### config.mk
export PLATFORM = sky130hd
export DESIGN_NAME = signed_radix_to_ascii
export DESIGN_NICKNAME = d
export VERILOG_FILES = /design/src/hdl/sra_pkg.sv /design/src/hdl/signed_radix_to_ascii.sv /design/src/hdl/sra_fifo.sv /design/src/hdl/sra_front.sv /design/src/hdl/sra_back.sv
export SDC_FILE = /design/constraint.sdc
export NUM_CORES = 1
export LEC_CHECK = 0
export BUFFER_PORTS_ARGS = -buffer_cell sky130_fd_sc_hd__buf_2
export CORE_ASPECT_RATIO = 1.4
export CORE_UTILIZATION = 35
export DETAILED_ROUTE_END_ITERATION = 8
export HOLD_SLACK_MARGIN = 0.08
export PLACE_DENSITY = 0.53
export SETUP_SLACK_MARGIN = 0.4
export SYNTH_ARGS = -nofsm -noshare
export SYNTH_HDL_FRONTEND = slang
export SYNTH_SLANG_ARGS = --single-unit
### constraint.sdc
create_clock -name clk -period 5.1 [get_ports clk]
set_clock_uncertainty 0.05 [all_clocks]
set_input_delay 0.255 -clock clk [delete_from_list [all_inputs] [get_ports clk]]
set_output_delay 0.255 -clock clk [all_outputs]
set_load 0.05 [all_outputs]
### src/hdl/sra_pkg.sv
`timescale 1ns / 1ps
// ----------------------------------------------------------------------------
// sra_pkg
// Shared types, constants and helpers for the signed radix to ASCII converter.
// ----------------------------------------------------------------------------
package sra_pkg;

  localparam int VALUE_BITS_DEF = 64;
  localparam int QUEUE_DEPTH    = 2;
  localparam int OUT_DEPTH      = 2;

  localparam logic [7:0] CHAR_MINUS   = 8'h2D;
  localparam logic [7:0] CHAR_ZERO    = 8'h30;
  localparam logic [7:0] CHAR_UPPER_A = 8'h41;
  localparam logic [7:0] CHAR_LOWER_A = 8'h61;

  typedef enum logic [1:0] {
    RADIX_OCT = 2'd0,
    RADIX_DEC = 2'd1,
    RADIX_HEX = 2'd2
  } radix_t;

  // Classified job handed from the front end to the back end.
  typedef struct packed {
    logic   neg;
    radix_t radix;
    logic   lower;
  } job_ctl_t;

  typedef struct packed {
    logic [7:0] char_code;
    logic       last;
  } out_item_t;

  function automatic logic [7:0] digit_char(input logic [3:0] d, input logic lower);
    logic [7:0] c;
    begin
      if (d < 4'd10) begin
        c = CHAR_ZERO + {4'd0, d};
      end else if (lower) begin
        c = CHAR_LOWER_A + {4'd0, d} - 8'd10;
      end else begin
        c = CHAR_UPPER_A + {4'd0, d} - 8'd10;
      end
      return c;
    end
  endfunction

endpackage

### src/hdl/signed_radix_to_ascii.sv
`timescale 1ns / 1ps
// ----------------------------------------------------------------------------
// signed_radix_to_ascii
// Converts a signed number to ASCII characters in base 8, 10 or 16.
// Decimal numbers first pass through the back end's BCD converter, at 4
// double-dabble bits per cycle; octal and hex go straight to digit output.
// Throughput: one character per cycle while the output queue is not full.
// The back end converts one number at a time and takes the next from the input
// queue once the last character of the previous one is pushed. Reset empties
// both queues.
// ----------------------------------------------------------------------------
module signed_radix_to_ascii import sra_pkg::*; #(
  parameter int VALUE_BITS = VALUE_BITS_DEF
) (
  input  logic        clk,
  input  logic        rst_n,
  input  logic        in_push,
  output logic        in_full,
  input  logic [63:0] in_value,
  input  logic [1:0]  in_radix_select,
  input  logic        in_lower_case,
  output logic        out_empty,
  input  logic        out_pop,
  output logic [7:0]  out_char_code,
  output logic        out_last
);

  localparam int JOBW = $bits(job_ctl_t) + VALUE_BITS;

  job_ctl_t              front_ctl, back_ctl;
  logic [VALUE_BITS-1:0] front_mag, back_mag;
  logic                  job_empty, job_pop;
  logic                  res_full, res_push;
  out_item_t             res_item, res_head;

  sra_front #(.VALUE_BITS(VALUE_BITS)) u_front (
    .value        (in_value),
    .radix_select (in_radix_select),
    .lower_case   (in_lower_case),
    .ctl          (front_ctl),
    .mag          (front_mag)
  );

  sra_fifo #(.WIDTH(JOBW), .DEPTH(QUEUE_DEPTH)) u_job_q (
    .clk   (clk),
    .rst_n (rst_n),
    .push  (in_push),
    .din   ({front_ctl, front_mag}),
    .full  (in_full),
    .pop   (job_pop),
    .dout  ({back_ctl, back_mag}),
    .empty (job_empty)
  );

  sra_back #(.VALUE_BITS(VALUE_BITS)) u_back (
    .clk       (clk),
    .rst_n     (rst_n),
    .job_empty (job_empty),
    .job_ctl   (back_ctl),
    .job_mag   (back_mag),
    .job_pop   (job_pop),
    .out_full  (res_full),
    .out_push  (res_push),
    .out_item  (res_item)
  );

  sra_fifo #(.WIDTH($bits(out_item_t)), .DEPTH(OUT_DEPTH)) u_out_q (
    .clk   (clk),
    .rst_n (rst_n),
    .push  (res_push),
    .din   (res_item),
    .full  (res_full),
    .pop   (out_pop),
    .dout  (res_head),
    .empty (out_empty)
  );

  assign out_char_code = res_head.char_code;
  assign out_last      = res_head.last;

endmodule

### src/hdl/sra_fifo.sv
`timescale 1ns / 1ps
// ----------------------------------------------------------------------------
// sra_fifo
// Small register-based queue with full and empty flags.
// ----------------------------------------------------------------------------
module sra_fifo #(
  parameter int WIDTH = 8,
  parameter int DEPTH = 2
) (
  input  logic             clk,
  input  logic             rst_n,
  input  logic             push,
  input  logic [WIDTH-1:0] din,
  output logic             full,
  input  logic             pop,
  output logic [WIDTH-1:0] dout,
  output logic             empty
);

  localparam int PW = (DEPTH > 1) ? $clog2(DEPTH) : 1;
  localparam int CW = $clog2(DEPTH + 1);

  logic [WIDTH-1:0] mem_r [DEPTH];
  logic [PW-1:0]    wr_ptr_r, wr_ptr_nxt;
  logic [PW-1:0]    rd_ptr_r, rd_ptr_nxt;
  logic [CW-1:0]    count_r, count_nxt;
  logic             do_push, do_pop;

  assign full    = (count_r == CW'(DEPTH));
  assign empty   = (count_r == '0);
  assign do_push = push && !full;
  assign do_pop  = pop && !empty;
  assign dout    = mem_r[rd_ptr_r];

  always_comb begin
    wr_ptr_nxt = wr_ptr_r;
    rd_ptr_nxt = rd_ptr_r;
    count_nxt  = count_r;
    if (do_push) begin
      wr_ptr_nxt = (wr_ptr_r == PW'(DEPTH - 1)) ? '0 : wr_ptr_r + 1'b1;
    end
    if (do_pop) begin
      rd_ptr_nxt = (rd_ptr_r == PW'(DEPTH - 1)) ? '0 : rd_ptr_r + 1'b1;
    end
    if (do_push && !do_pop) begin
      count_nxt = count_r + 1'b1;
    end else if (do_pop && !do_push) begin
      count_nxt = count_r - 1'b1;
    end
  end

  always_ff @(posedge clk) begin
    if (!rst_n) begin
      wr_ptr_r <= '0;
      rd_ptr_r <= '0;
      count_r  <= '0;
    end else begin
      wr_ptr_r <= wr_ptr_nxt;
      rd_ptr_r <= rd_ptr_nxt;
      count_r  <= count_nxt;
    end
  end

  always_ff @(posedge clk) begin
    if (do_push) begin
      mem_r[wr_ptr_r] <= din;
    end
  end

endmodule

### src/hdl/sra_front.sv
`timescale 1ns / 1ps
// ----------------------------------------------------------------------------
// sra_front
// Classifies an incoming number: sign, magnitude, radix and letter case.
// ----------------------------------------------------------------------------
module sra_front import sra_pkg::*; #(
  parameter int VALUE_BITS = VALUE_BITS_DEF
) (
  input  logic [63:0]           value,
  input  logic [1:0]            radix_select,
  input  logic                  lower_case,
  output job_ctl_t              ctl,
  output logic [VALUE_BITS-1:0] mag
);

  logic [VALUE_BITS-1:0] v;
  logic                  neg;

  assign v   = value[VALUE_BITS-1:0];
  assign neg = v[VALUE_BITS-1];
  // The most negative value negates to itself, which read unsigned is 2^(N-1).
  assign mag = neg ? ((~v) + {{(VALUE_BITS-1){1'b0}}, 1'b1}) : v;

  always_comb begin
    ctl.neg   = neg;
    ctl.lower = lower_case;
    case (radix_t'(radix_select))
      RADIX_OCT: ctl.radix = RADIX_OCT;
      RADIX_DEC: ctl.radix = RADIX_DEC;
      default:   ctl.radix = RADIX_HEX;
    endcase
  end

endmodule

### src/hdl/sra_back.sv
`timescale 1ns / 1ps
// ----------------------------------------------------------------------------
// sra_back
// Turns one classified magnitude into digits and emits the characters.
// ----------------------------------------------------------------------------
module sra_back import sra_pkg::*; #(
  parameter int VALUE_BITS = VALUE_BITS_DEF
) (
  input  logic                  clk,
  input  logic                  rst_n,
  input  logic                  job_empty,
  input  job_ctl_t              job_ctl,
  input  logic [VALUE_BITS-1:0] job_mag,
  output logic                  job_pop,
  input  logic                  out_full,
  output logic                  out_push,
  output out_item_t             out_item
);

  localparam int NDIG  = (VALUE_BITS + 2) / 3;     // octal digits, the most of any radix
  localparam int HDIG  = (VALUE_BITS + 3) / 4;     // hex digits, also four-step dabble passes
  localparam int OCTW  = 3 * NDIG;
  localparam int SHW   = 4 * HDIG;
  localparam int DW    = 4 * NDIG;
  localparam int IDXW  = $clog2(NDIG);
  localparam int STEPW = (HDIG > 1) ? $clog2(HDIG) : 1;

  typedef enum logic [2:0] {
    ST_IDLE,
    ST_CONV,
    ST_COUNT,
    ST_SIGN,
    ST_DIGIT
  } state_t;

  state_t           state_r, state_nxt;
  logic [DW-1:0]    digits_r, digits_nxt;
  logic [SHW-1:0]   shreg_r, shreg_nxt;
  logic [STEPW-1:0] step_r, step_nxt;
  logic [IDXW-1:0]  idx_r, idx_nxt;
  logic             neg_r, neg_nxt;
  logic             lower_r, lower_nxt;

  logic [OCTW-1:0]  mag_oct;
  logic [SHW-1:0]   mag_hex;
  logic [DW-1:0]    load_oct, load_hex, dab;
  logic [IDXW-1:0]  top_idx;
  logic [3:0]       cur_digit;

  assign mag_oct   = OCTW'(job_mag);
  assign mag_hex   = SHW'(job_mag);
  assign cur_digit = digits_r[4*idx_r +: 4];

  always_comb begin
    load_oct = '0;
    load_hex = '0;
    for (int i = 0; i < NDIG; i++) begin
      load_oct[4*i +: 4] = {1'b0, mag_oct[3*i +: 3]};
    end
    for (int i = 0; i < HDIG; i++) begin
      load_hex[4*i +: 4] = mag_hex[4*i +: 4];
    end
  end

  // Four double-dabble steps per cycle: correct each BCD digit, then shift in
  // the next magnitude bit.
  always_comb begin
    dab = digits_r;
    for (int b = 3; b >= 0; b--) begin
      for (int i = 0; i < NDIG; i++) begin
        if (dab[4*i +: 4] >= 4'd5) begin
          dab[4*i +: 4] = dab[4*i +: 4] + 4'd3;
        end
      end
      dab = {dab[DW-2:0], shreg_r[SHW-4+b]};
    end
  end

  always_comb begin
    top_idx = '0;
    for (int i = 0; i < NDIG; i++) begin
      if (digits_r[4*i +: 4] != 4'd0) begin
        top_idx = IDXW'(i);
      end
    end
  end

  always_comb begin
    state_nxt  = state_r;
    digits_nxt = digits_r;
    shreg_nxt  = shreg_r;
    step_nxt   = step_r;
    idx_nxt    = idx_r;
    neg_nxt    = neg_r;
    lower_nxt  = lower_r;
    job_pop    = 1'b0;
    out_push   = 1'b0;
    out_item   = '{char_code: CHAR_MINUS, last: 1'b0};
    case (state_r)
      ST_IDLE: begin
        if (!job_empty) begin
          job_pop   = 1'b1;
          neg_nxt   = job_ctl.neg;
          lower_nxt = job_ctl.lower;
          shreg_nxt = mag_hex;
          step_nxt  = '0;
          case (job_ctl.radix)
            RADIX_DEC: begin
              digits_nxt = '0;
              state_nxt  = ST_CONV;
            end
            RADIX_OCT: begin
              digits_nxt = load_oct;
              state_nxt  = ST_COUNT;
            end
            default: begin
              digits_nxt = load_hex;
              state_nxt  = ST_COUNT;
            end
          endcase
        end
      end
      ST_CONV: begin
        digits_nxt = dab;
        shreg_nxt  = shreg_r << 4;
        step_nxt   = step_r + 1'b1;
        if (step_r == STEPW'(HDIG - 1)) begin
          state_nxt = ST_COUNT;
        end
      end
      ST_COUNT: begin
        idx_nxt   = top_idx;
        state_nxt = neg_r ? ST_SIGN : ST_DIGIT;
      end
      ST_SIGN: begin
        if (!out_full) begin
          out_push  = 1'b1;
          state_nxt = ST_DIGIT;
        end
      end
      ST_DIGIT: begin
        out_item = '{char_code: digit_char(cur_digit, lower_r), last: (idx_r == '0)};
        if (!out_full) begin
          out_push = 1'b1;
          if (idx_r == '0) begin
            state_nxt = ST_IDLE;
          end else begin
            idx_nxt = idx_r - 1'b1;
          end
        end
      end
      default: begin
        state_nxt = ST_IDLE;
      end
    endcase
  end

  always_ff @(posedge clk) begin
    if (!rst_n) begin
      state_r <= ST_IDLE;
    end else begin
      state_r <= state_nxt;
    end
    digits_r <= digits_nxt;
    shreg_r  <= shreg_nxt;
    step_r   <= step_nxt;
    idx_r    <= idx_nxt;
    neg_r    <= neg_nxt;
    lower_r  <= lower_nxt;
  end

endmodule
## Yosys cells after proc, flatten, opt, wreduce, memory -nomap -nowiden

Memory sizes are Yosys's and may differ from the RTL's. A register that Yosys moved wholly into a read port is not among the register bits.
Index checks and enable logic that the tools add are counted.

| word-level totals | value |
|---|---|
| flip-flop bits (word level) | 174 |
| memories kept | 2 |
| word-level logic and storage cells | 430 |
| bits of input ports | 71 |
| memory bits (writable) | 154 |
| output and inout port bits | 11 |

Memories:

| memory | words | width | read ports | clocked after memory_dff | write ports | RTL line | RTL |
|---|---|---|---|---|---|---|---|
| u_job_q.mem_r | 2 | 68 | 1 | 1 | 1 | sra_fifo.sv:23 | `logic [WIDTH-1:0] mem_r [DEPTH];` |
| u_out_q.mem_r | 2 | 9 | 1 | 1 | 1 | sra_fifo.sv:23 |  |

| operators by class | value |
|---|---|
| equal/unequal tests | 15 |
| shift-type cells | 1 |
| reductions and logical operators | 52 |
| bitwise gates (word level) | 2 |
| $add $sub $neg | 104 |
| muxes and demuxes | 152 |
| magnitude comparators | 89 |

Operator list:

| operator | count |
|---|---|
| 4-bit two-way mux | 93 |
| 4-bit by 3-bit greater-or-equal comparator with 1-bit output (second input constant) | 88 |
| 4-bit by 2-bit adder with 4-bit output (second input constant) | 84 |
| 88-bit one-hot mux with 2 select lines | 1 |
| 85-bit one-hot mux with 2 select lines | 1 |
| 64-bit two-way mux | 2 |
| 64-bit one-hot mux with 2 select lines | 1 |
| 88-bit two-way mux | 1 |
| 88-bit by 8-bit indexed part select with 4-bit output | 1 |
| 4-bit nonzero test | 21 |
| 64-bit by 1-bit adder with 64-bit output (second input constant) | 1 |
| 64-bit inverter | 1 |
| 3-bit two-way mux | 14 |
| 5-bit two-way mux | 8 |
| 1-bit two-way mux | 17 |
| 7-bit by 4-bit adder with 8-bit output (first input constant) | 2 |
| 8-bit two-way mux | 2 |
| 8-bit by 4-bit subtractor with 8-bit output (second input constant) | 2 |
| 3-bit one-hot mux with 5 select lines | 1 |
| 2-bit two-way mux | 7 |
| 3-bit by 2-bit adder with 3-bit output (second input constant) | 4 |
| 5-bit one-hot mux with 2 select lines | 1 |
| 9-bit two-way mux | 1 |
| 1-bit logical AND | 8 |
| 27 further kinds | 53 |

## Longest topological paths before layout

Gate-level depths: netlist of run 1.

| depth | value |
|---|---|
| depth after elaboration | 23 |
| gate-level depth with buffers | 28 |

## Modules after synthesis

Synthesis of run 1 repeated with hierarchy kept, for this count alone.

| unflattened totals | value |
|---|---|
| cell total of the unflattened synthesis | 2951 |
| area, all modules | 27760.4 um2 |

Modules (own cells, without submodules):

| module | instances | cells each | seq. area each (um2) | area an instance (um2) |
|---|---|---|---|---|
| sra_back | 1 | 2454 | 4954.8 | 20143.1 |
| sra_fifo (u_job_q) | 1 | 237 | 4184.0 | 5217.5 |
| sra_front | 1 | 207 | 0.0 | 1519.0 |
| sra_fifo (u_out_q) | 1 | 53 | 640.6 | 880.8 |

## Worst setup path after synthesis of run 1

No wires, ideal clock.

| timing path | value |
|---|---|
| path type | reg2reg |
| start | register u_back.state_r[1] |
| end | register u_back.digits_r[0] (enable) |
| clock period less this slack | 5.366 ns |
| arrival time | 4.017 ns |
| setup time | 1.299 ns |
| path slack | -0.266 ns |
| required time | 3.751 ns |
| stages on the path, launching flop included | 7 |
| buffers on the path | 3 |
| cells stage by stage | dfxtp_1 -> clkbuf_1 -> nor2_1 -> nand2_1 -> clkbuf_1 -> buf_1 -> nand2_1 |

| between the ends | value |
|---|---|
| word-level cells in the longest chain between the ends | 3 |
| elaborated cells between the ends (all ways) | 5 |
| classes of those cells | eq/ne: 2; reduce/logical: 3 |

RTL lines:

| item | RTL line | RTL |
|---|---|---|
| start: declaration | sra_back.sv:36 | `state_t state_r, state_nxt;` |
| start signal: assignment | sra_back.sv:162 | `state_r <= state_nxt;` |
| 3-bit zero test or 3-bit by 1-bit equality test with 1-bit output (tied branches) | sra_back.sv:99 | `case (state_r)` |
| 2-bit != test (no line) or 2-bit nonzero test (tied branches) | - |  |
| 2-bit AND reduction (no line) * | - |  |
| end signal: assignment | sra_back.sv:164 | `digits_r <= digits_nxt;` |
| end: declaration | sra_back.sv:37 | `logic [DW-1:0] digits_r, digits_nxt;` |

Mark *: on every way between the ends. The rest lies on a longest branch, timed or not.
A chain may end at the register's enable or synchronous reset.

## Worst setup path after layout of run 1

| timing path | value |
|---|---|
| start | register u_back.digits_r[68] |
| end | register u_back.digits_r[70] (data pin) |

| between the ends | value |
|---|---|
| word-level cells in the longest chain between the ends | 9 |
| elaborated cells between the ends (all ways) | 13 |
| classes of those cells | add/sub: 4; order compare: 4; mux: 5 |

RTL lines:

| item | RTL line | RTL |
|---|---|---|
| 4-bit by 2-bit adder with 4-bit output or 4-bit by 3-bit greater-or-equal comparator with 1-bit output (tied branches) | sra_back.sv:72, sra_back.sv:71 |  |
| 4-bit two-way mux * | sra_back.sv:71 | `if (dab[4*i +: 4] >= 4'd5) begin` |
| 4-bit by 2-bit adder with 4-bit output or 4-bit by 3-bit greater-or-equal comparator with 1-bit output (tied branches) | sra_back.sv:72, sra_back.sv:71 |  |
| 4-bit two-way mux * | sra_back.sv:71 |  |
| 4-bit by 3-bit greater-or-equal comparator with 1-bit output or 4-bit by 2-bit adder with 4-bit output (tied branches) | sra_back.sv:71, sra_back.sv:72 |  |
| 4-bit two-way mux * | sra_back.sv:71 |  |
| 4-bit by 2-bit adder with 4-bit output or 4-bit by 3-bit greater-or-equal comparator with 1-bit output (tied branches) | sra_back.sv:72, sra_back.sv:71 |  |
| 4-bit two-way mux * | sra_back.sv:71 |  |
| 88-bit one-hot mux with 2 select lines * | sra_back.sv:99 |  |
| via u_back.digits_nxt[70] | sra_back.sv:37 |  |

The timed path passes the listed nets; every way through them passes the cells marked *.

==> results of run 1 <==
-- kinds of logic (layout without fill, tap and decap cells) --
| logic type | after synthesis | count (layout) | synth area share |
|---|---|---|---|
| simple gates | 751 | 751 | 0.1448 |
| compound gates | 640 | 640 | 0.1659 |
| flops | 328 | 328 | 0.3756 |
| buf+inv | 297 | 693 | 0.04332 |
| mux | 292 | 292 | 0.1272 |
| fa+ha+maj | 184 | 184 | 0.08896 |
| xor+xnor | 160 | 160 | 0.05415 |
| other cells | 1 | 1 | 0.0001449 |
-- flip-flops by register name (all words and copies together) (netlist names), named ones only --
signal / cells
u_back.shreg_r: 64
u_out_q.wr_ptr_r: 1
u_back.idx_r: 5
u_job_q.mem_r: 136
u_back.digits_r: 88
u_job_q.rd_ptr_r: 1
u_out_q.count_r: 2
u_back.state_r: 3
u_out_q.rd_ptr_r: 1
u_back.step_r: 4
u_out_q.mem_r: 16
u_job_q.wr_ptr_r: 1
u_back.neg_r: 1
u_job_q.count_r: 2
u_back.lower_r: 1
-- stage by stage --
stage                     setup slack (ps)  setup TNS (ps)
after CTS                            337.5               0
after floorplan                      404.4               0
final                                340.9               0
after global placement               65.05               0
after global routing                 94.19               0
after detailed placement            -106.0          -725.8
-- repair_timing --
| item | in CTS | in global routing |
|---|---|---|
| hold buffers | 66 | 0 |
| endpoints found under the setup margin | 53 | 69 |
| buffers inserted | 84 | 111 |
| resized for setup | 153 | 247 |
| hold endpoints to repair | 143 | 0 |
| pin swaps | 72 | 124 |
-- cell usage after synthesis (12+ instances only) --
library cell / n / area, sq um
a211o_1: 13 / 113.9
a211oi_1: 18 / 135.1
a21boi_0: 21 / 157.7
a21o_1: 53 / 397.9
a21oi_1: 148 / 740.7
a22oi_1: 30 / 225.2
a31oi_1: 13 / 81.33
and2_1: 16 / 100.1
buf_1: 13 / 48.80
clkbuf_1: 63 / 236.5
dfxtp_1: 13 / 260.3
edfxtp_1: 315 / 9459
ha_1: 184 / 2302
inv_1: 218 / 818.3
mux2_2: 85 / 957.2
mux2i_1: 186 / 1862
mux4_2: 21 / 473.0
nand2_1: 210 / 788.3
nand2b_1: 80 / 500.5
nand3_1: 25 / 125.1
nand3b_1: 16 / 120.1
nor2_1: 213 / 799.5
nor2b_1: 51 / 319.1
nor3_1: 29 / 145.1
nor3b_1: 48 / 360.4
o211ai_1: 23 / 172.7
o21a_1: 24 / 180.2
o21ai_0: 113 / 565.5
o221ai_1: 19 / 166.4
o22ai_1: 44 / 275.3
o31ai_1: 19 / 142.6
o41ai_1: 12 / 105.1
or3_1: 12 / 75.07
xnor2_1: 150 / 1314
-- cell usage in the layout, fill, tap and decap left out, types with 30 or more instances in the layout --
master and count:
a21o_1 52, a21oi_1 106, a21oi_2 30, buf_2 80, buf_4 254, clkbuf_16 38, dlygate4sd3_1 66, edfxtp_1 315
ha_1 105, ha_2 42, ha_4 37, inv_1 170, inv_2 46, mux2_2 84, mux2i_1 172, nand2_1 196
nand2b_1 53, nor2_1 211, nor2b_1 40, nor3b_1 41, o21ai_0 94, o22ai_1 42, xnor2_1 95, xnor2_2 51
-- cell type report --
class,instances,area share
Multi-Input combinational cell,2028,0.5171
Sequential cell,328,0.2926
Timing Repair Buffer,409,0.09290
Tap cell,952,0.03585
Clock buffer,47,0.02964
Inverter,218,0.02478
Clock inverter,19,0.007080
-- layer usage --
| layer | track usage | vias up | part of all wire |
|---|---|---|---|
| met5 | 0 | - | 0 |
| li1 | - | 10460 | - |
| met2 | 0.3493 | 472 | 0.52 |
| met1 | 0.2262 | 10640 | 0.42 |
| met4 | 0.06082 | 0 | 0.032 |
| met3 | 0.01811 | 134 | 0.031 |
-- worst max-delay path by stage --
stage	endpoint	slack [ps]
after floorplan	u_back.digits_r[61]$_DFFE_PP_	400
final	u_back.digits_r[70]$_DFFE_PP_	340
after CTS	u_back.digits_r[61]$_DFFE_PP_	340
after global routing	u_back.digits_r[70]$_DFFE_PP_	90
after global placement	u_back.digits_r[70]$_DFFE_PP_	70
after detailed placement	u_back.digits_r[53]$_DFFE_PP_	-110
==> impl_metrics.ini, run 1 <==
[grt]
overflow = 0
antenna_found_initial = 1
grt_pass1_vias = 21230
grt_util_all_layers = 0.1885
grt_pass1_wl_mm = 112.7
grt_max_degree = 107

[logic_synthesis]
syn_area_per_cell_sq_um = 9.755
synth_area_sq_mm = 0.02588
synthCells = 2653
synthArstFlopShare = 0
yosys.cell_types.count = 76
synth_fp_nets = 2908
ys.flop_type = edfxtp_1
seq_area_frac_synth = 0.3756
synth_edf_count = 315
ys_ff_latch = 328
yosys_warnings = 0

[timing]
fmax_mhz = 210.1
setup_viol = 0
min_period_ps = 4759
final.period_utilization = 0.9332
hold_viol = 0
worstMarginPinSlew_ps = 1046
slew_headroom = 0.3006
whs_ps = 122.7
slew_violations = 0
rsz0062_at_grt = true

[min_path]
hold_depth = 2
hold_path.class = in2reg
hp-start = in_value[53]
hold_end = u_job_q.mem_r[1][53]$_DFFE_PP_

[status]
outcome = finished, final reports clean

[floorplan]
row_count = 117
num_io_pins = 82
coreArea_sq_mm = 0.07290
start_util = 0.3550
dieArea_sq_mm = 0.07505
fp.dieH_um = 323.7
die_x_um = 231.8

[setup_path]
rr_endpoint = u_back.digits_r[70]$_DFFE_PP_
r2r_slack_ps = 340
cp.depth = 29
setup.worst_path.start_class = flop
slowest_delay_ps = 410
r2r_cells = 29
cp_max_fo = 5
worstSetupEndpointType = flop
cp_slowest_cell = edfxtp_1
crit_start = u_back.digits_r[68]$_DFFE_PP_
required_ps = 5350
cpMostUsedCell = ha_4
worstSetupPathType = reg2reg
r2r-start = u_back.digits_r[68]$_DFFE_PP_
crit_family = compound AO/OA/AOI/OAI gates
path_buf_inv = 6
cp_data_arrival_time_ps = 5000

[placed_design]
hpwl_mm = 53.44
placed_cell_area_sq_mm = 0.02805
io_buffers = 80
dp_cells = 3674
gp_congestion = 0.8676

[routing]
route.antenna.remaining_nets = 0
num_vias = 21700
vias_per_cell = 5.424
drt-total-wl_mm = 74.96
firstDrtPassIters = 7
drc = 0
drtIter0Drc = 1333
wire_per_inst_um = 18.73

[final_layout]
area_growth_pct = 28.38
fin_nets = 3277
finish.utilization = 0.4558
diodes = 0
multi_input_area_sq_mm = 0.01718
n_fill_cell = 6870
fin_area_sq_mm = 0.03323
seq_area_sq_mm = 0.009723
instances_no_fill = 4001
drive_gt1_frac = 0.2935

[clock_network]
root_buffer = clkbuf_16
clock_path_buffers = 3
clock-sinks = 328
worstSkewPairLatency_ps = 590
cts_buffers = 37
htree_levels = 2
cts_tree = done
clk_pin_slew_ps = 60

[run]
max_cap_violations = 0
Power of run 1 is not shown: default switching activity piles up to over one toggle a cycle in this logic, so the estimate is an artifact.
==> run 2: changes to the inputs <==
MAX_ROUTING_LAYER = met4   (was default)
==> run 2 against run 1 <==
Net effect: sequential share of layout area about the same; count of clock-buffer cells in the layout decreased by 5; setup slack got worse by 40 ps; worst hold slack improved by 22 ps; register-to-register slack got worse by 40 ps; via count decreased by 0.59%; critical path type unchanged; largest cell class unchanged.
==> impl_metrics.ini, run 2 (same netlist as run 1, synthesis figures left out) <==
[status]
outcome = finished, final reports clean

[placed_design]
hpwl_mm = 53.69
io_buffers = 80
place_ws_ps = -123.7
gp_congestion = 0.8718

[grt]
antenna_found_initial = 0
grt_pass1_wl_mm = 115.1
overflow = 0
grt_max_degree = 104
grt_util_all_layers = 0.1987
grt_pass1_vias = 21550

[floorplan]
dieArea_sq_mm = 0.07505
start_util = 0.3550
coreArea_sq_mm = 0.07290
die_x_um = 231.8
num_io_pins = 82
row_count = 117
fp.dieH_um = 323.7

[setup_path]
cp_max_fo = 4
cp_slowest_cell = edfxtp_1
worstSetupEndpointType = flop
crit_chain = ha_2 -> nand2b_4 -> nor3b_4 -> a21oi_4 -> inv_2 -> ha_4 -> nand2b_4 -> a2bb2o_4 -> a22oi_2 -> nand2_2 -> xnor2_4 -> ha_2 -> nand2b_4 -> nand2_2 -> a21boi_4 -> o21ai_2 -> xnor2_2 -> inv_2 -> ha_4 -> nor2b_4 -> a2111oi_2 -> or3b_4 -> xor2_2 -> o221ai_1
cpMostUsedCell = nand2b_4
required_ps = 5330
crit_family = simple AND/OR/NAND/NOR gates
r2r-start = u_back.digits_r[56]$_DFFE_PP_
slowest_delay_ps = 460
crit_start = u_back.digits_r[56]$_DFFE_PP_
path_buf_inv = 2
cp.depth = 24
setup.worst_path.start_class = flop
cp_data_arrival_time_ps = 5020
r2r_cells = 24
worstSetupPathType = reg2reg

[clock_network]
clock-sinks = 328
htree_levels = 2
cts_buffers = 38
root_buffer = clkbuf_16
worstSkewPairLatency_ps = 580
clock_path_buffers = 3
clk_pin_slew_ps = 60
cts_tree = done

[final_layout]
diodes = 0
final_common_cell = edfxtp_1
area_growth_pct = 28.50
drive_gt1_frac = 0.2940
reg_top3 = u_job_q.mem_r x136, u_back.digits_r x88, u_back.shreg_r x64
top_register = u_job_q.mem_r
fin_nets = 3264
n_fill_cell = 6830
multi_input_area_sq_mm = 0.01726
layout_common_cells = 315 x edfxtp_1, 244 x buf_4, 211 x nor2_1
seq_area_sq_mm = 0.009723
largest_reg_flops = 136

[timing]
min_period_ps = 4799
final.period_utilization = 0.9410
slew_headroom = 0.3067
worstMarginPinSlew_ps = 1040
finalWorstSetupSlack_ps = 300.7
fmax_mhz = 208.4
slew_violations = 0
hold_viol = 0
setup_viol = 0
rsz0062_at_grt = true

[routing]
vias_per_cell = 5.408
drc = 0
wire_per_inst_um = 18.90
route.antenna.remaining_nets = 0
firstDrtPassIters = 5
num_vias = 21570
drtIter0Drc = 1247
drt-total-wl_mm = 75.41

[min_path]
hold_depth = 4
hold_path.class = in2reg
hp-start = in_push

[run]
max_cap_violations = 0
==> run 2: worst paths after layout <==
path,slack [ps],to
setup reg to reg,300,u_back.digits_r[61]$_DFFE_PP_
setup / recovery,300,u_back.digits_r[61]$_DFFE_PP_
hold reg to reg,470,u_back.shreg_r[42]$_DFFE_PP_
hold / removal,140,u_job_q.wr_ptr_r$_SDFFE_PN0P_
==> run 2: per-layer routing <==
metal / global-route usage / part of all wire / vias to the layer above
met5: - / 0 / -
met4: 0.08099 / 0.040 / 0
met3: 0.02013 / 0.033 / 161
met2: 0.3522 / 0.51 / 459
met1: 0.2277 / 0.41 / 10520
li1: - / - / 10430
==> run 2: through the flow <==
stage	util	std cells	TNS (ps)	hold WS [ps]	instance area [sq um]
final	0.4561	3989	0	144.9	33250
after global routing	0.4561	3989	0	143.2	33250
after CTS	0.4298	3889	0	116.6	31330
after detailed placement	0.3850	3675	-788.5	397.0	28070
after global placement	0.3850	3675	0	396.0	28070
after floorplan	-	2653	0	303.9	26170
==> run 2: worst register-to-register path, stage by stage (launching register included) <==
cell	delay (ps)
edfxtp_1	460
ha_2	220
nand2b_4	140
nor3b_4	150
a21oi_4	190
inv_2	80
ha_4	160
nand2b_4	150
a2bb2o_4	210
a22oi_2	210
nand2_2	140
xnor2_4	250
ha_2	200
nand2b_4	150
nand2_2	60
a21boi_4	140
o21ai_2	190
xnor2_2	150
inv_2	100
ha_4	170
nor2b_4	130
a2111oi_2	50
or3b_4	450
xor2_2	170
o221ai_1	140
==> run 2: final cells by class <==
class	instances	area share
timing repair buffer	395	0.08977
multi-input combinational	2028	0.5190
clock inverter	26	0.008767
clock buffer	42	0.02935
sequential	328	0.2924
tap	952	0.03582
inverter	218	0.02491
==> run 2: what timing repair did <==
item	CTS	global route
endpoints found under the hold margin	143	0
endpoints found under the setup margin	51	70
gates cloned	0	0
hold buffers	65	0
pin swaps	73	127
resized for setup	165	250
buffers inserted	81	100
Power of run 2 is left out for the same reason.
